===== src/hw/rtl/bspm_pkg.sv =====
// Package for the buffer slot pool manager: command and slot condition codes,
// widths, and the control structs passed between the sequencer, store and compare unit.
// No dependencies.
`timescale 1ns / 1ps

package bspm_pkg;

   localparam int SLOT_COUNT = 8;
   localparam int IDX_W      = 3;
   localparam int COUNT_W    = 4;
   localparam int STAMP_W    = 32;
   localparam int CMD_W      = 3;
   localparam int COND_W     = 2;

   localparam logic [CMD_W-1:0] CMD_ALLOC       = 3'd0;
   localparam logic [CMD_W-1:0] CMD_COMMIT      = 3'd1;
   localparam logic [CMD_W-1:0] CMD_TAKE_OLDEST = 3'd2;
   localparam logic [CMD_W-1:0] CMD_TAKE_NEWEST = 3'd3;
   localparam logic [CMD_W-1:0] CMD_RELEASE     = 3'd4;
   localparam logic [CMD_W-1:0] CMD_PURGE_ALL   = 3'd5;

   localparam logic [COND_W-1:0] COND_EMPTY  = 2'd0;
   localparam logic [COND_W-1:0] COND_FILLED = 2'd1;
   localparam logic [COND_W-1:0] COND_LOCKED = 2'd2;

   localparam logic [STAMP_W-1:0] STAMP_TOP = 32'hffff_ffff;

   // write request into the slot store
   typedef struct packed {
      logic                en;
      logic [IDX_W-1:0]    index;
      logic [COND_W-1:0]   cond;
      logic                stamp_en;
      logic [STAMP_W-1:0]  stamp;
   } store_wr_type;

   // control of the shared compare unit
   typedef struct packed {
      logic init;        // restart search
      logic init_top;    // start value all ones (oldest) or zero (newest)
      logic step;        // evaluate the slot on the read port
      logic want_newest; // keep the larger stamp instead of the smaller
   } cmp_ctl_type;

endpackage


===== src/hw/rtl/bspm_slot_store.sv =====
// Slot store: condition and stamp of every slot, one read address, one write port.
// Depends on bspm_pkg.
`timescale 1ns / 1ps

module bspm_slot_store (
   input  logic                          clock,
   input  logic                          reset,
   input  logic [bspm_pkg::IDX_W-1:0]    rd_index,
   input  bspm_pkg::store_wr_type        wr,
   output logic [bspm_pkg::COND_W-1:0]   rd_cond,
   output logic [bspm_pkg::STAMP_W-1:0]  rd_stamp
);

   logic [bspm_pkg::COND_W-1:0]  cond_ff  [bspm_pkg::SLOT_COUNT];
   logic [bspm_pkg::STAMP_W-1:0] stamp_ff [bspm_pkg::SLOT_COUNT];

   always_ff @(posedge clock) begin
      if (reset) begin
         for (int i = 0; i < bspm_pkg::SLOT_COUNT; i++) begin
            cond_ff[i] <= bspm_pkg::COND_EMPTY;
         end
      end else if (wr.en) begin
         cond_ff[wr.index] <= wr.cond;
      end
   end

   // stamps only matter once a slot is filled, and filling always writes one
   always_ff @(posedge clock) begin
      if (wr.en && wr.stamp_en) begin
         stamp_ff[wr.index] <= wr.stamp;
      end
   end

   assign rd_cond  = cond_ff[rd_index];
   assign rd_stamp = stamp_ff[rd_index];

endmodule


===== src/hw/rtl/bspm_cmp_unit.sv =====
// Shared stamp compare unit: tracks the best filled slot over a scan.
// Depends on bspm_pkg.
`timescale 1ns / 1ps

module bspm_cmp_unit (
   input  logic                          clock,
   input  logic                          reset,
   input  bspm_pkg::cmp_ctl_type         ctl,
   input  logic [bspm_pkg::COND_W-1:0]   rd_cond,
   input  logic [bspm_pkg::STAMP_W-1:0]  rd_stamp,
   input  logic [bspm_pkg::IDX_W-1:0]    rd_index,
   output logic [bspm_pkg::IDX_W-1:0]    best_index,
   output logic                          found
);

   logic [bspm_pkg::IDX_W-1:0]   best_idx_ff, best_idx_in;
   logic [bspm_pkg::STAMP_W-1:0] best_ts_ff,  best_ts_in;
   logic                         found_ff,    found_in;
   logic [bspm_pkg::STAMP_W-1:0] op_a, op_b;
   logic                         better;

   // one magnitude comparator; operands swap for the newest search
   assign op_a   = ctl.want_newest ? best_ts_ff : rd_stamp;
   assign op_b   = ctl.want_newest ? rd_stamp   : best_ts_ff;
   assign better = (op_a < op_b);

   always_comb begin
      best_idx_in = best_idx_ff;
      best_ts_in  = best_ts_ff;
      found_in    = found_ff;
      if (ctl.init) begin
         best_idx_in = '0;
         best_ts_in  = ctl.init_top ? bspm_pkg::STAMP_TOP : '0;
         found_in    = 1'b0;
      end else if (ctl.step && (rd_cond == bspm_pkg::COND_FILLED) && better) begin
         best_idx_in = rd_index;
         best_ts_in  = rd_stamp;
         found_in    = 1'b1;
      end
   end

   always_ff @(posedge clock) begin
      if (reset) begin
         found_ff <= 1'b0;
      end else begin
         found_ff <= found_in;
      end
   end

   always_ff @(posedge clock) begin
      best_idx_ff <= best_idx_in;
      best_ts_ff  <= best_ts_in;
   end

   assign best_index = best_idx_ff;
   assign found      = found_ff;

endmodule


===== src/hw/rtl/buffer_slot_pool_manager.sv =====
// Top level of the buffer slot pool manager: request sequencer, CSR port, result register.
// Depends on bspm_pkg, bspm_slot_store and bspm_cmp_unit.
`timescale 1ns / 1ps

// Keeps a pool of up to eight buffer slots (empty, filled or locked, each with a
// 32-bit stamp). One request is handled at a time; req_stall is high from the
// transfer until the sequencer is back in idle. The sequencer walks the slots one
// per cycle through a single store read port and one shared stamp comparator, so
// the cost is set by that scan: commit and release touch one slot, unused commands
// none, purge-all clears and take-oldest/newest reads every active slot, allocate
// tries a remembered released slot, then stops at the first empty slot. The result
// sits in an output register, so the next request is taken while a result still
// waits; a request only stalls at its end if the previous result is still held.
// Register 0 (byte address 0), active_slots: values 0 act as 1, above 8 as 8.
module buffer_slot_pool_manager (
   input  logic                                clock,
   input  logic                                reset,
   // request channel
   input  logic                                req_valid,
   output logic                                req_stall,
   input  logic [bspm_pkg::CMD_W-1:0]          req_cmd,
   input  logic [bspm_pkg::IDX_W-1:0]          req_slot_index,
   input  logic [bspm_pkg::STAMP_W-1:0]        req_stamp,
   // result channel
   output logic                                rsp_valid,
   input  logic                                rsp_stall,
   output logic                                rsp_status,
   output logic [bspm_pkg::IDX_W-1:0]          rsp_slot_out,
   output logic                                rsp_evicted,
   // CSR port
   input  logic                                psel,
   input  logic                                penable,
   input  logic                                pwrite,
   input  logic [2:0]                          paddr,
   input  logic [31:0]                         pwdata,
   output logic [31:0]                         prdata,
   output logic                                pready
);

   localparam logic [2:0] S_IDLE   = 3'd0;
   localparam logic [2:0] S_RECENT = 3'd1;
   localparam logic [2:0] S_SCAN   = 3'd2;
   localparam logic [2:0] S_FINAL  = 3'd3;
   localparam logic [2:0] S_UPDATE = 3'd4;
   localparam logic [2:0] S_PURGE  = 3'd5;
   localparam logic [2:0] S_POST   = 3'd6;

   localparam int IW = bspm_pkg::IDX_W;
   localparam int CW = bspm_pkg::COUNT_W;

   logic [2:0]                    state_ff, state_in;
   logic [bspm_pkg::CMD_W-1:0]    cmd_ff, cmd_in;
   logic [IW-1:0]                 idx_ff, idx_in;
   logic [bspm_pkg::STAMP_W-1:0]  stamp_ff, stamp_in;
   logic [IW-1:0]                 scan_ff, scan_in;
   logic                          recent_valid_ff, recent_valid_in;
   logic [IW-1:0]                 recent_index_ff, recent_index_in;
   logic [CW-1:0]                 active_ff, active_in;
   logic                          res_status_ff, res_status_in;
   logic [IW-1:0]                 res_slot_ff, res_slot_in;
   logic                          res_evicted_ff, res_evicted_in;
   logic                          rsp_valid_ff, rsp_valid_in;
   logic                          rsp_status_ff;
   logic [IW-1:0]                 rsp_slot_ff;
   logic                          rsp_evicted_ff;

   logic [CW-1:0]                 live;
   logic [CW-1:0]                 live_last;
   logic                          scan_done;
   logic                          req_xfer;
   logic                          rsp_load;
   logic                          csr_wr;
   logic [IW-1:0]                 rd_index;
   logic [bspm_pkg::COND_W-1:0]   rd_cond;
   logic [bspm_pkg::STAMP_W-1:0]  rd_stamp;
   bspm_pkg::store_wr_type        wr;
   bspm_pkg::cmp_ctl_type         cmp_ctl;
   logic [IW-1:0]                 best_index;
   logic                          found;

   // ---------------------------------------------------------------- CSR
   assign pready = 1'b1;
   assign csr_wr = psel && penable && pwrite && (paddr[2] == 1'b0);
   assign prdata = (paddr[2] == 1'b0) ? {{(32-CW){1'b0}}, active_ff} : '0;
   assign active_in = csr_wr ? pwdata[CW-1:0] : active_ff;

   // effective slot count, clamped to 1..SLOT_COUNT
   always_comb begin
      if (active_ff == '0) begin
         live = CW'(1);
      end else if (active_ff > CW'(bspm_pkg::SLOT_COUNT)) begin
         live = CW'(bspm_pkg::SLOT_COUNT);
      end else begin
         live = active_ff;
      end
   end
   assign live_last = live - CW'(1);
   assign scan_done = ({1'b0, scan_ff} == live_last);

   // ---------------------------------------------------------------- handshake
   assign req_stall = (state_ff != S_IDLE);
   assign req_xfer  = req_valid && !req_stall;
   assign rsp_load  = (state_ff == S_POST) && (!rsp_valid_ff || !rsp_stall);

   // ---------------------------------------------------------------- sequencer
   always_comb begin
      state_in        = state_ff;
      cmd_in          = cmd_ff;
      idx_in          = idx_ff;
      stamp_in        = stamp_ff;
      scan_in         = scan_ff;
      recent_valid_in = recent_valid_ff;
      recent_index_in = recent_index_ff;
      res_status_in   = res_status_ff;
      res_slot_in     = res_slot_ff;
      res_evicted_in  = res_evicted_ff;
      rd_index        = scan_ff;
      wr              = '0;
      cmp_ctl         = '0;
      cmp_ctl.want_newest = (cmd_ff == bspm_pkg::CMD_TAKE_NEWEST);

      unique case (state_ff)
         S_IDLE: begin
            if (req_xfer) begin
               cmd_in           = req_cmd;
               idx_in           = req_slot_index;
               stamp_in         = req_stamp;
               scan_in          = '0;
               res_status_in    = 1'b0;
               res_slot_in      = '0;
               res_evicted_in   = 1'b0;
               cmp_ctl.init     = 1'b1;
               cmp_ctl.init_top = (req_cmd != bspm_pkg::CMD_TAKE_NEWEST);
               unique case (req_cmd) inside
                  bspm_pkg::CMD_ALLOC:
                     state_in = recent_valid_ff ? S_RECENT : S_SCAN;
                  bspm_pkg::CMD_COMMIT, bspm_pkg::CMD_RELEASE:
                     state_in = S_UPDATE;
                  bspm_pkg::CMD_TAKE_OLDEST, bspm_pkg::CMD_TAKE_NEWEST:
                     state_in = S_SCAN;
                  bspm_pkg::CMD_PURGE_ALL:
                     state_in = S_PURGE;
                  default:
                     state_in = S_POST;
               endcase
            end
         end

         // remembered slot wins if still empty and in range; memory is dropped
         S_RECENT: begin
            rd_index        = recent_index_ff;
            recent_valid_in = 1'b0;
            if (({1'b0, recent_index_ff} < live) && (rd_cond == bspm_pkg::COND_EMPTY)) begin
               res_slot_in = recent_index_ff;
               state_in    = S_POST;
            end else begin
               state_in = S_SCAN;
            end
         end

         // one slot per cycle; allocate stops at the first empty slot
         S_SCAN: begin
            rd_index = scan_ff;
            if ((cmd_ff == bspm_pkg::CMD_ALLOC) && (rd_cond == bspm_pkg::COND_EMPTY)) begin
               res_slot_in = scan_ff;
               state_in    = S_POST;
            end else begin
               cmp_ctl.step = 1'b1;
               if (scan_done) begin
                  state_in = S_FINAL;
               end else begin
                  scan_in = scan_ff + IW'(1);
               end
            end
         end

         // act on the chosen slot
         S_FINAL: begin
            rd_index = best_index;
            wr.index = best_index;
            if (cmd_ff == bspm_pkg::CMD_ALLOC) begin
               if (rd_cond == bspm_pkg::COND_LOCKED) begin
                  res_status_in = 1'b1;
               end else begin
                  wr.en          = 1'b1;
                  wr.cond        = bspm_pkg::COND_EMPTY;
                  res_slot_in    = best_index;
                  res_evicted_in = 1'b1;
               end
            end else if (!found) begin
               res_status_in = 1'b1;
            end else begin
               wr.en       = 1'b1;
               wr.cond     = bspm_pkg::COND_LOCKED;
               res_slot_in = best_index;
            end
            state_in = S_POST;
         end

         // commit or release of one slot
         S_UPDATE: begin
            rd_index = idx_ff;
            wr.index = idx_ff;
            if ({1'b0, idx_ff} >= live) begin
               res_status_in = 1'b1;
            end else if (cmd_ff == bspm_pkg::CMD_COMMIT) begin
               wr.en       = 1'b1;
               wr.cond     = bspm_pkg::COND_FILLED;
               wr.stamp_en = 1'b1;
               wr.stamp    = stamp_ff;
            end else begin
               wr.en           = 1'b1;
               wr.cond         = bspm_pkg::COND_EMPTY;
               recent_valid_in = 1'b1;
               recent_index_in = idx_ff;
            end
            state_in = S_POST;
         end

         // clear active slots one per cycle
         S_PURGE: begin
            wr.en    = 1'b1;
            wr.index = scan_ff;
            wr.cond  = bspm_pkg::COND_EMPTY;
            if (scan_done) begin
               state_in = S_POST;
            end else begin
               scan_in = scan_ff + IW'(1);
            end
         end

         // wait for the result register to free up
         S_POST: begin
            if (rsp_load) begin
               state_in = S_IDLE;
            end
         end

         default: begin
            state_in = S_IDLE;
         end
      endcase
   end

   // ---------------------------------------------------------------- result register
   always_comb begin
      rsp_valid_in = rsp_valid_ff;
      if (rsp_load) begin
         rsp_valid_in = 1'b1;
      end else if (rsp_valid_ff && !rsp_stall) begin
         rsp_valid_in = 1'b0;
      end
   end

   always_ff @(posedge clock) begin
      if (reset) begin
         state_ff        <= S_IDLE;
         recent_valid_ff <= 1'b0;
         recent_index_ff <= '0;
         active_ff       <= CW'(bspm_pkg::SLOT_COUNT);
         rsp_valid_ff    <= 1'b0;
         scan_ff         <= '0;
         cmd_ff          <= bspm_pkg::CMD_ALLOC;
      end else begin
         state_ff        <= state_in;
         recent_valid_ff <= recent_valid_in;
         recent_index_ff <= recent_index_in;
         active_ff       <= active_in;
         rsp_valid_ff    <= rsp_valid_in;
         scan_ff         <= scan_in;
         cmd_ff          <= cmd_in;
      end
   end

   always_ff @(posedge clock) begin
      idx_ff         <= idx_in;
      stamp_ff       <= stamp_in;
      res_status_ff  <= res_status_in;
      res_slot_ff    <= res_slot_in;
      res_evicted_ff <= res_evicted_in;
      if (rsp_load) begin
         rsp_status_ff  <= res_status_ff;
         rsp_slot_ff    <= res_slot_ff;
         rsp_evicted_ff <= res_evicted_ff;
      end
   end

   assign rsp_valid    = rsp_valid_ff;
   assign rsp_status   = rsp_status_ff;
   assign rsp_slot_out = rsp_slot_ff;
   assign rsp_evicted  = rsp_evicted_ff;

   // ---------------------------------------------------------------- datapath
   bspm_slot_store u_store (
      .clock    (clock),
      .reset    (reset),
      .rd_index (rd_index),
      .wr       (wr),
      .rd_cond  (rd_cond),
      .rd_stamp (rd_stamp)
   );

   bspm_cmp_unit u_cmp (
      .clock      (clock),
      .reset      (reset),
      .ctl        (cmp_ctl),
      .rd_cond    (rd_cond),
      .rd_stamp   (rd_stamp),
      .rd_index   (rd_index),
      .best_index (best_index),
      .found      (found)
   );

endmodule


===== config.mk =====
export PLATFORM = sky130hd
export DESIGN_NAME = buffer_slot_pool_manager
export DESIGN_NICKNAME = d
export VERILOG_FILES = /design/src/hw/rtl/bspm_pkg.sv /design/src/hw/rtl/bspm_slot_store.sv /design/src/hw/rtl/bspm_cmp_unit.sv /design/src/hw/rtl/buffer_slot_pool_manager.sv
export SDC_FILE = /design/constraint.sdc
export NUM_CORES = 1
export LEC_CHECK = 0
export BUFFER_PORTS_ARGS = -buffer_cell sky130_fd_sc_hd__buf_2
export CORE_AREA = 3 3 172 174
export CTS_BUF_LIST = sky130_fd_sc_hd__clkbuf_4 sky130_fd_sc_hd__clkbuf_8
export CTS_CLUSTER_DIAMETER = 30
export DETAILED_ROUTE_END_ITERATION = 10
export DIE_AREA = 0 0 175 177
export MAX_ROUTING_LAYER = met4
export PLACE_DENSITY = 0.79
export SLEW_MARGIN = 20
export SYNTH_ARGS = -nofsm -noshare
export SYNTH_HDL_FRONTEND = slang
export SYNTH_SLANG_ARGS = --single-unit

===== constraint.sdc =====
create_clock -name clock -period 8.9 [get_ports clock]
set_input_delay 1.335 -clock clock [delete_from_list [all_inputs] [get_ports clock]]
set_output_delay 1.335 -clock clock [all_outputs]
set_load 0.1 [all_outputs]

Yosys cells after proc, flatten, opt, wreduce, memory -nomap -nowiden --
Memory sizes are Yosys's and may differ from the RTL's. Index checks and enable logic that the tools add are counted.
Word-level totals: bits in registers 99, RAM bits 272, input bits 80, output and inout port bits 40, logic and storage cells 170, memories kept 2
Memory list:
- u_store.stamp_ff | words 8, bits a word 32, read ports 1, clocked after memory_dff 0, wr ports 1, line bspm_slot_store.sv:15 | logic [bspm_pkg::STAMP_W-1:0] stamp_ff [bspm_pkg::SLOT_COUNT];
- u_store.cond_ff | words 8, bits a word 2, read ports 1, clocked after memory_dff 0, wr ports 8, line bspm_slot_store.sv:14 | logic [bspm_pkg::COND_W-1:0] cond_ff [bspm_pkg::SLOT_COUNT];
Operators by class: add/sub/neg operators 2, magnitude comparators 4, equal/unequal tests 33, multiplexer cells 67, bitwise gates (word level) 3, reduce and logical (&&, ||, !) cells 41
Operator list (count):
- 2-to-1 mux 32 bit | 5
- 2-to-1 mux 33 bit | 2
- 2-to-1 mux 3 bit | 15
- 2-to-1 mux 34 bit | 1
- < comparator 32 bit | 1
- 2-to-1 mux 1 bit | 26
- one-hot mux 3 bit (4 select lines) | 2
- inequality test 2 bit (second input constant) | 11
- one-hot mux 3 bit (3 select lines) | 2
- one-hot mux 3 bit (6 select lines) | 1
- one-hot mux 6 bit (3 select lines) | 1
- == test 3 x 2 -> 1 bit (second input constant) | 5
- == test 3 bit (second input constant) | 5
- 2-to-1 mux 2 bit | 6
- 2-to-1 mux 4 bit | 3
- inequality test 3 bit (second input constant) | 4
- logical AND 1 bit | 11
- OR reduction 2 bit | 5
- == test 3 x 1 -> 1 bit (second input constant) | 3
- zero test 3 bit | 3
- AND reduction 3 bit | 3
- nonzero test 3 bit | 3
- AND reduction 4 bit | 2
- nonzero test 2 bit | 4
- other kinds (20) | 26

Logic depth before layout (Yosys ltp) --
Gate-level depths: netlist of the first run. An unclocked memory read counts as a cell.
depth after elaboration 12, mapped depth 21, depth with buffers taken out 16

Cells and area by module --
A second synthesis of the first run with hierarchy kept.
Unflattened totals: cell total of the unflattened synthesis 1073, area, all modules 16812.4 µm²
Modules (own cells, without submodules):
- bspm_slot_store | times used 1, cells an instance 442, area each 10593.9 µm², seq. area each 8167.8 µm²
- buffer_slot_pool_manager | times used 1, cells an instance 329, area each 3464.6 µm², seq. area each 1711.6 µm²
- bspm_cmp_unit | times used 1, cells an instance 302, area each 2753.9 µm², seq. area each 1041.0 µm²

Least setup slack after synthesis of the first run --
OpenSTA, ideal clock, no wires.
path type reg-to-reg, from register active_ff[1], to memory u_store.stamp_ff[2][0] in the netlist's numbering (enable), arrival 4.311 ns, data required time 8.439 ns, slack 4.128 ns, stages on the path, launching flop included 13, buffers on the path 0, clock period less this slack 4.772 ns, cells stage by stage dfxtp_1 -> nor2_1 -> nor2_1 -> nor2_1 -> ha_1 -> nand2b_1 -> a21o_1 -> a21oi_1 -> nor2_1 -> or3_1 -> nor2_1 -> nand3_1 -> nor3_1
On the way: word-level cells in the longest chain between the ends 9, elaborated cells between the ends (all ways) 12, classes of those cells order compare: 2; mux: 8; reduce/logical: 2
Ends and longest elaborated chain:
- start, declared | line buffer_slot_pool_manager.sv:58 | logic [CW-1:0] active_ff, active_in;
- start signal, assigned | line buffer_slot_pool_manager.sv:260 | active_ff <= CW'(bspm_pkg::SLOT_COUNT);
- start signal, assigned | line buffer_slot_pool_manager.sv:268 | active_ff <= active_in;
- > comparator 4 bit | line buffer_slot_pool_manager.sv:91 | end else if (active_ff > CW'(bspm_pkg::SLOT_COUNT)) begin
- 2-to-1 mux 4 bit | line buffer_slot_pool_manager.sv:91
- 2-to-1 mux 4 bit (*) | line buffer_slot_pool_manager.sv:89 | if (active_ff == '0) begin
- greater-or-equal comparator 3 x 4 -> 1 bit (*) | line buffer_slot_pool_manager.sv:204 | if ({1'b0, idx_ff} >= live) begin
- 2-to-1 mux 1 bit or 2-to-1 mux 34 bit (tied branches) | line buffer_slot_pool_manager.sv:204
- one-hot mux 6 bit (3 select lines) or 2-to-1 mux 33 bit (tied branches) | line buffer_slot_pool_manager.sv:122 | unique case (state_ff)
- logical AND 1 bit (*) | line bspm_slot_store.sv:29 | if (wr.en && wr.stamp_en) begin
- 2-to-1 mux 1 bit (*) | line bspm_slot_store.sv:29
- 2-to-1 mux 1 bit (not written as such) (*) | line bspm_slot_store.sv:30 | stamp_ff[wr.index] <= wr.stamp;
- end, declared | line bspm_slot_store.sv:15
Every way passes the cells marked *; elsewhere a longest branch is shown, timed or not.

Worst setup path after layout of the first run --
from register state_ff[2], to register u_cmp.best_ts_ff[15] in the netlist's numbering (enable)
On the way: word-level cells in the longest chain between the ends 10, elaborated cells between the ends (all ways) 24, classes of those cells order compare: 1; eq/ne: 5; mux: 7; reduce/logical: 9; memory: 2
Ends and longest elaborated chain:
- start, declared | line buffer_slot_pool_manager.sv:51 | logic [2:0] state_ff, state_in;
- start signal, assigned | line buffer_slot_pool_manager.sv:265 | state_ff <= state_in;
- branches (longest 9 deep; another with memory (8 x 32 bit))
- nonzero test 2 bit (no source line) (*)
- end signal, assigned | line bspm_cmp_unit.sv:52 | best_ts_ff <= best_ts_in;
- end, declared | line bspm_cmp_unit.sv:17 | logic [bspm_pkg::STAMP_W-1:0] best_ts_ff, best_ts_in;
Mark *: on every way between the ends. A chain may end at the register's enable or synchronous reset.

==> results.md, run 1 <==
* Via/cell ratio at 5.972
* Die width at 175 µm
* CTS H-tree lvls at 3
* Setup repair bufs after CTS at 0
* Full die area at 0.03098 mm²
* Sum Neg Setup Slack at 0 ns
* CP max FO at 77
* Clk_lat worst skew at 0.59 ns
* Placed Instances at 1605
* Final Max Tran Viols at 0
* Clk slew on worst S/H paths at 0.05 ns
* CTS tree: done
* Vias in the first global route at 9996
* CTS sink count at 371
* Post-Route WL at 35070 µm
* Seq/Total Area, Yosys at 0.6482
* Rel. slew slack at 0.4050
* DRC viols at 0
* P per Cell Area at 330.5 mW/mm²
* First-pass GRT wire length at 54180 µm
* Vias at 10370
* LEAKAGE at 6.928 nW
* Critical Path Start: state_ff[2]
* CP endpoint kind: register
* Worst vdd ir at 176.2 µV
* Reg2reg path depth at 15
* Final clock skew at 0.03380 ns
* Outcome: complete, no violations
* Number of synthesis warnings at 0
* R2r endpoint: u_cmp.best_ts_ff[15]
* Post-synthesis xor/xnor area fraction at 0.01456
* Fill cell count at 1959
* Grt total ovfl at 0
* Synth top area share at 0.6221
* End point of the critical path: u_cmp.best_ts_ff[15]
* Worst hold path type: register to register
* Main area contributors after synthesis: edfxtp_1, mux2i_1, mux4_2
* Max stage delay on crit path at 0.86 ns
* CP startpoint kind: register
* Setup violators final at 0
* Distinct cells, synth at 82
* RSZ-0062 raised after global routing: false
* Critical path type: register to register
* PortBufs at 60
* Final Core Density at 0.6771
* Final cycle utilization of the critical path at 0.6319
* Synth async-reset ratio at 0
* Chip height at 177 µm
* Synth Area in Compound Gates at 0.08125
* Cell repeated most along the worst path: a31oi_1
* Gpl congestion at 0.8561
* Largest net degree at the start of global routing at 78
* Post-Synth Adder-Cell Area at 0.01188
* Post-synth EDFFs at 349
* I/O pin count at 120
* Synthesis-stage register bit count at 371
* Synth Area per Inst at 13.91 µm²
* Initial Util at 0.6031
* Synth Instances at 1211
* Worst Path Required at 9.11 ns
* Routed len/inst at 20.19 µm
* Dpl hpwl at 20130 µm
* Post-synthesis mux area share at 0.1044
* Crit-path cells: nand2b_4, a211oi_2, o21ai_4, buf_12, mux2i_1, a221oi_1, a21oi_1, o311ai_1, a221o_1, a31oi_1, o2bb2ai_1, a31oi_1, o31ai_4, nand2_1, buf_4
* Simple-gate share of the synthesized area at 0.1017
* Worst R2R Start: state_ff[2]
* F_max at 177.8 MHz
* Min setup slack post-route at 3.276 ns
* Main combinational cell family by area after synthesis: multiplexers
* Cts hold-fix bufs at 0
* Max cap viols at 0
* Net count, final at 1388
* CTS buffer count at 71
* Final Critical Period at 5.624 ns
* Post-DRT Antenna Nets at 0
* Initial antenna violation count at 0
* Post-route cell area at 0.01891 mm²
* Share of cells above drive strength 1 at 0.2010
* GR Util All Layers at 0.2331
* Drt pass-1 iters at 5
* Mapped cell area at 0.01685 mm²
* Largest area contributor in the netlist: edfxtp_1
* Synth top cells by count: edfxtp_1, nand2_1, mux2i_1
* Core ar. at 0.02793 mm²
* Crit-path slowest cell: dfxtp_1
* Non-filler cells, final at 1737
* Quantity of gates resized following cts at 0
* Final Hold Viols at 0
* Reg2Reg Setup Slack at 3.28 ns
* Most frequent cell after synthesis: edfxtp_1
* Buffer depth of the longest clock path at 3
* Synth Flop Type: edfxtp_1
* Initial DRC Count at 1162
* Arrival @ worst endpoint at 5.84 ns
* Synth-to-Final Area Change at 12.26%
* Worst slew pin tran at 0.8925 ns
* FP Rows at 61
* Post-Place Cell Area at 0.01738 mm²
* CTS root buf: clkbuf_8
* Setup slack at placement at 3.315 ns
worst min-delay path by stage:
| stage | slack (ns) | end | cells past startpoint | startpoint |
|---|---|---|---|---|
| floorplan | 0.40 | rsp_evicted | 0 | res_evicted_ff |
| global placement | 0.41 | rsp_slot_out[1] | 0 | res_slot_ff[1] |
| detailed placement | 0.41 | rsp_slot_out[2] | 0 | res_slot_ff[2] |
| CTS | 0.42 | rsp_slot_out[2] | 0 | res_slot_ff[2] |
| global route | 0.43 | rsp_status | 0 | res_status_ff |
| finish | 0.42 | rsp_evicted | 0 | res_evicted_ff |
state kept, by name (all words and copies together) (netlist names), 4 cells and up:
name,flops
u_store.stamp_ff,256
stamp_ff,32
u_cmp.best_ts_ff,32
u_store.cond_ff,16
active_ff,4
power by group:
| part | total (mW) | internal [mW] | switching [mW] |
|---|---|---|---|
| logic | 2.21 | 0.814 | 1.40 |
| registers | 2.28 | 2.15 | 0.128 |
| clock network | 1.76 | 1.03 | 0.727 |
routing by layer:
| metal | global-route usage | wire length [µm] | vias up |
|---|---|---|---|
| met5 | - | 0 | - |
| met2 | 0.3656 | 16890 | 459 |
| met1 | 0.3099 | 14660 | 5091 |
| li1 | - | - | 4752 |
| met3 | 0.04033 | 2599 | 72 |
| met4 | 0.08843 | 920 | 0 |
cells by family after synthesis:
kind of cell / count (synthesis)
mux: 143
xor+xnor: 28
simple gates: 336
other cells: 2
flops: 371
fa+ha+maj: 18
buf+inv: 110
compound gates: 203
cells in the final DEF, fill, tap and decap left out, types with 8 or more instances in the layout:
| cell | synthesis | routed |
|---|---|---|
| a211oi_1 | 20 | 20 |
| a21oi_1 | 46 | 46 |
| a22oi_1 | 8 | 8 |
| a31oi_1 | 8 | 8 |
| and2_1 | 43 | 43 |
| buf_2 | 16 | 60 |
| buf_4 | 36 | 17 |
| clkbuf_4 | 1 | 11 |
| clkbuf_8 | 0 | 73 |
| clkinv_1 | 0 | 16 |
| clkinv_2 | 0 | 10 |
| conb_1 | 2 | 29 |
| dfxtp_1 | 22 | 22 |
| edfxtp_1 | 349 | 349 |
| ha_1 | 8 | 8 |
| inv_1 | 21 | 20 |
| maj3_1 | 10 | 10 |
| mux2_2 | 19 | 19 |
| mux2i_1 | 95 | 95 |
| mux4_2 | 21 | 21 |
| nand2_1 | 101 | 101 |
| nand2b_1 | 15 | 15 |
| nand3_1 | 23 | 23 |
| nor2_1 | 59 | 52 |
| nor3_1 | 30 | 28 |
| o21ai_0 | 42 | 41 |
| o21bai_1 | 8 | 8 |
| o22ai_1 | 11 | 11 |
| or3_1 | 13 | 13 |
| xnor2_1 | 26 | 26 |
worst max-delay path, delay by kind of cell (launching register included):
family	cells	cell delay (ns)
AOI/OAI and AO/OA	10	2.75
buffers and inverters	2	0.82
DFF	1	0.86
muxes	1	0.29
and+or+nand+nor	2	0.42
layout make-up:
type / count / area, µm² / share of cell area
Sequential cell: 371 / 10920 / 0.5774
Multi-Input combinational cell: 757 / 5464 / 0.2889
Clock buffer: 84 / 1087 / 0.05749
Tap cell: 378 / 473.0 / 0.02501
Timing Repair Buffer: 78 / 447.9 / 0.02368
Clock inverter: 47 / 439.2 / 0.02322
Inverter: 21 / 78.83 / 0.004168
Antenna cell: 1 / 2.502 / 0.0001323
stage by stage:
stage	power, mW	hold slack, ns
after floorplan	4.045	0.4003
after global placement	4.424	0.4074
after detailed placement	4.501	0.4072
after CTS	6.268	0.4211
after global routing	6.588	0.4256
final	6.250	0.4210
Power figures use the tool's default switching activity.
==> run 2, diff against run 1 <==
CORE_AREA = 3 3 176 178   (was 3 3 172 174)
DIE_AREA = 0 0 179 181   (was 0 0 175 177)
clock period = 5 ns   (was 8.9 ns; I/O delays follow)
==> run 2 against run 1 <==
Effect of this change:
- core utilization is 2.8 points lower
- register-to-register slack worse by 3.0 ns
- via count is 1.3% higher
- sequential share of layout area is 0.81 points lower
- total power is 83% higher
- hold slack worse by 0.095 ns
- global-route usage is 0.62 points lower
- non-clock buffer count is 30 higher
- largest cell class unchanged
- highest routed layer unchanged
==> results.md, run 2 (same netlist as run 1, synthesis figures left out) <==
* CTS sink count at 371 (unchanged)
* Crit-path slowest cell: dfxtp_1
* Buffer depth of the longest clock path at 3 (unchanged)
* CP top delay family: simple AND/OR/NAND/NOR gates
* LEAKAGE at 7.089 nW (+2.3%)
* Clk slew on worst S/H paths at 0.06 ns (about the same)
* Routed len/inst at 20.17 µm (about the same)
* P per Cell Area at 595.0 mW/mm² (+80%)
* Dpl hpwl at 21190 µm (+5.3%)
* Setup violators final at 0 (unchanged)
* Worst vdd ir at 309.6 µV (+76%)
* Cell repeated most along the worst path: nand2_1
* Crit-path cells: buf_4, or3_1, o21a_1, nand2_1, nand2_1, o22ai_1, or3_1, xnor2_1, or4_1, a211o_1, o32ai_1, a31oi_1, o31ai_4, nand2_1, buf_12
* Worst Path Required at 5.32 ns (-3.79 ns)
* F_max at 211.6 MHz (+19%)
* Final Critical Period at 4.727 ns (-0.8966 ns)
* DRC viols at 0 (unchanged)
* Most used routing layer: met2
* Reg2reg path depth at 15 (unchanged)
* CTS root buf: clkbuf_8
* Max cap viols at 0 (unchanged)
* Sum Neg Setup Slack at 0 ns (unchanged)
* Gpl congestion at 0.8294 (-3.1%)
* Post-Route WL at 35770 µm (+2.0%)
* Post-route cell area at 0.01919 mm² (+1.4%)
* CP max FO at 25 (-68%)
* CP endpoint kind: register
* FP Rows at 63 (+3.3%)
* Initial antenna violation count at 0 (unchanged)
* Worst Hold Launch: req_stamp[5]
* Final cycle utilization of the critical path at 0.9454 (+0.3135)
* Share of cells above drive strength 1 at 0.2227 (+0.02167)
* Hold depth at 1 (+1)
* Final Max Tran Viols at 0 (unchanged)
* RSZ-0062 raised after global routing: false
* Final clock skew at 0.03410 ns (+0.0003024 ns)
* Worst slew pin tran at 0.9149 ns (+0.02247 ns)
* Met1 usage at 0.2911 (-0.01876)
* Post-DRT Antenna Nets at 0 (unchanged)
* Outcome: complete, no violations
* Initial DRC Count at 1038 (-11%)
* I/O pin count at 120 (unchanged)
* Largest regs: u_store.stamp_ff x256, stamp_ff x32, u_cmp.best_ts_ff x32
* GR Layer Usage met2 at 0.3613 (-0.004288)
* Post-Place Cell Area at 0.01763 mm² (+1.4%)
* GR Util All Layers at 0.2269 (-0.006198)
* Max reg flops at 256 (unchanged)
* Final Core Density at 0.6491 (-0.02800)
* Reg2Reg Setup Slack at 0.27 ns (-3.00 ns)
* Hold endpoint: stamp_ff[5]
* Worst path buffer plus inverter count at 2 (unchanged)
* R2r endpoint: u_cmp.best_ts_ff[12]
* Via/cell ratio at 5.929 (-0.72%)
* Arrival @ worst endpoint at 5.05 ns (-0.79 ns)
* Worst R2R Start: state_ff[0]
* Top reg by flops: u_store.stamp_ff
* Max stage delay on crit path at 0.53 ns (-0.33 ns)
* Net count, final at 1419 (+2.2%)
* Vias in the first global route at 10180 (+1.8%)
* CP startpoint kind: register
* Initial Util at 0.5699 (-0.03316)
* CTS tree: done
* Tot Pwr at 11.42 mW (+83%)
* Worst hold path type: primary input to register
* Vias at 10510 (+1.3%)
* Commonest non-fill, non-tap cells in the layout: edfxtp_1, nand2_1, mux2i_1
* Most common library cell in the layout ignoring fill and taps: edfxtp_1
* Rel. slew slack at 0.3864 (-0.01866)
* First-pass GRT wire length at 54840 µm (+1.2%)
* CTS H-tree lvls at 3 (unchanged)
* Drt pass-1 iters at 5 (unchanged)
* CTS buffer count at 72 (+1.4%)
* Chip height at 181 µm (+2.3%)
* PortBufs at 60 (unchanged)
* Largest net degree at the start of global routing at 37 (-53%)
* Critical path type: register to register
* Core ar. at 0.02956 mm² (+5.8%)
* Die width at 179 µm (+2.3%)
* Met3 GRT Util at 0.03972 (-0.0006035)
* Final Hold Viols at 0 (unchanged)
* Diodes inserted at 0 (-1)
* Clk_lat worst skew at 0.59 ns (about the same)
* Grt total ovfl at 0 (unchanged)
* Synth-to-Final Area Change at 13.88%
* Full die area at 0.03240 mm² (+4.6%)
-- run 2: changes by cell type in the layout (fill, tap and decap cells not counted), moves of 2 or more --
cell | previous run | this run
clkinv_1 | 16 | 6
buf_4 | 17 | 44
clkinv_8 | 0 | 2
buf_12 | 1 | 3
-- run 2: per-stage QoR --
stage	worst slack, ns	hold WS (ns)	cells
after CTS	0.2053	0.2890	1771
after floorplan	0.2279	0.4003	1238
final	0.2731	0.3261	1773
after global routing	0.06365	0.3026	1773
after detailed placement	0.2329	0.4065	1645
after global placement	0.3354	0.4006	1645
-- run 2: layout make-up --
cell class | instances | area, µm²
Sequential cell | 371 | 10920
Fill cell | 2092 | 10370
Multi-Input combinational cell | 757 | 5469
Clock buffer | 85 | 1095
Timing Repair Buffer | 108 | 701.9
Tap cell | 390 | 488.0
Clock inverter | 41 | 431.7
Inverter | 21 | 78.83
-- run 2: worst max-delay path by stage --
| stage | from | end | slack [ns] | depth (start not counted) |
|---|---|---|---|---|
| 6_report | state_ff[0] | u_cmp.best_ts_ff[12] | 0.27 | 15 |
| 5_1_grt | state_ff[0] | u_cmp.best_ts_ff[14] | 0.06 | 16 |
| 4_1_cts | state_ff[0] | u_cmp.best_ts_ff[14] | 0.21 | 16 |
| 3_5_place_dp | state_ff[0] | u_cmp.best_ts_ff[5] | 0.23 | 16 |
| 3_3_place_gp | state_ff[1] | u_cmp.best_ts_ff[5] | 0.34 | 15 |
| 2_1_floorplan | active_ff[1] | u_store.stamp_ff[6][0] | 0.23 | 12 |
-- run 2: report_power, final --
group | switching, mW | internal, mW
registers | 0.232 | 3.83
logic | 2.57 | 1.64
clock network | 1.34 | 1.81
-- run 2: worst register-to-register path, delay by kind of cell, from the launching register on --
kind                   cells  cell delay [ns]
flip-flops                 1             0.53
XOR/XNOR                   1             0.16
buffers and inverters      2             0.44
AO/OA/AOI/OAI              6             1.32
AND/OR/NAND/NOR            6             2.02
-- run 2: what timing repair did --
action | 4_1_cts | 5_1_grt
hold buffers | 0 | 0
setup endpoints to repair | 0 | 32
endpoints found under the hold margin | 0 | 0
setup buffers | 0 | 2
gates resized for setup | 0 | 4
-- run 2: per-layer routing --
| layer | share of wire | routed length [µm] |
|---|---|---|
| met2 | 0.49 | 17540 |
| met1 | 0.40 | 14370 |
| met5 | 0 | 0 |
| met3 | 0.077 | 2738 |
| met4 | 0.031 | 1113 |
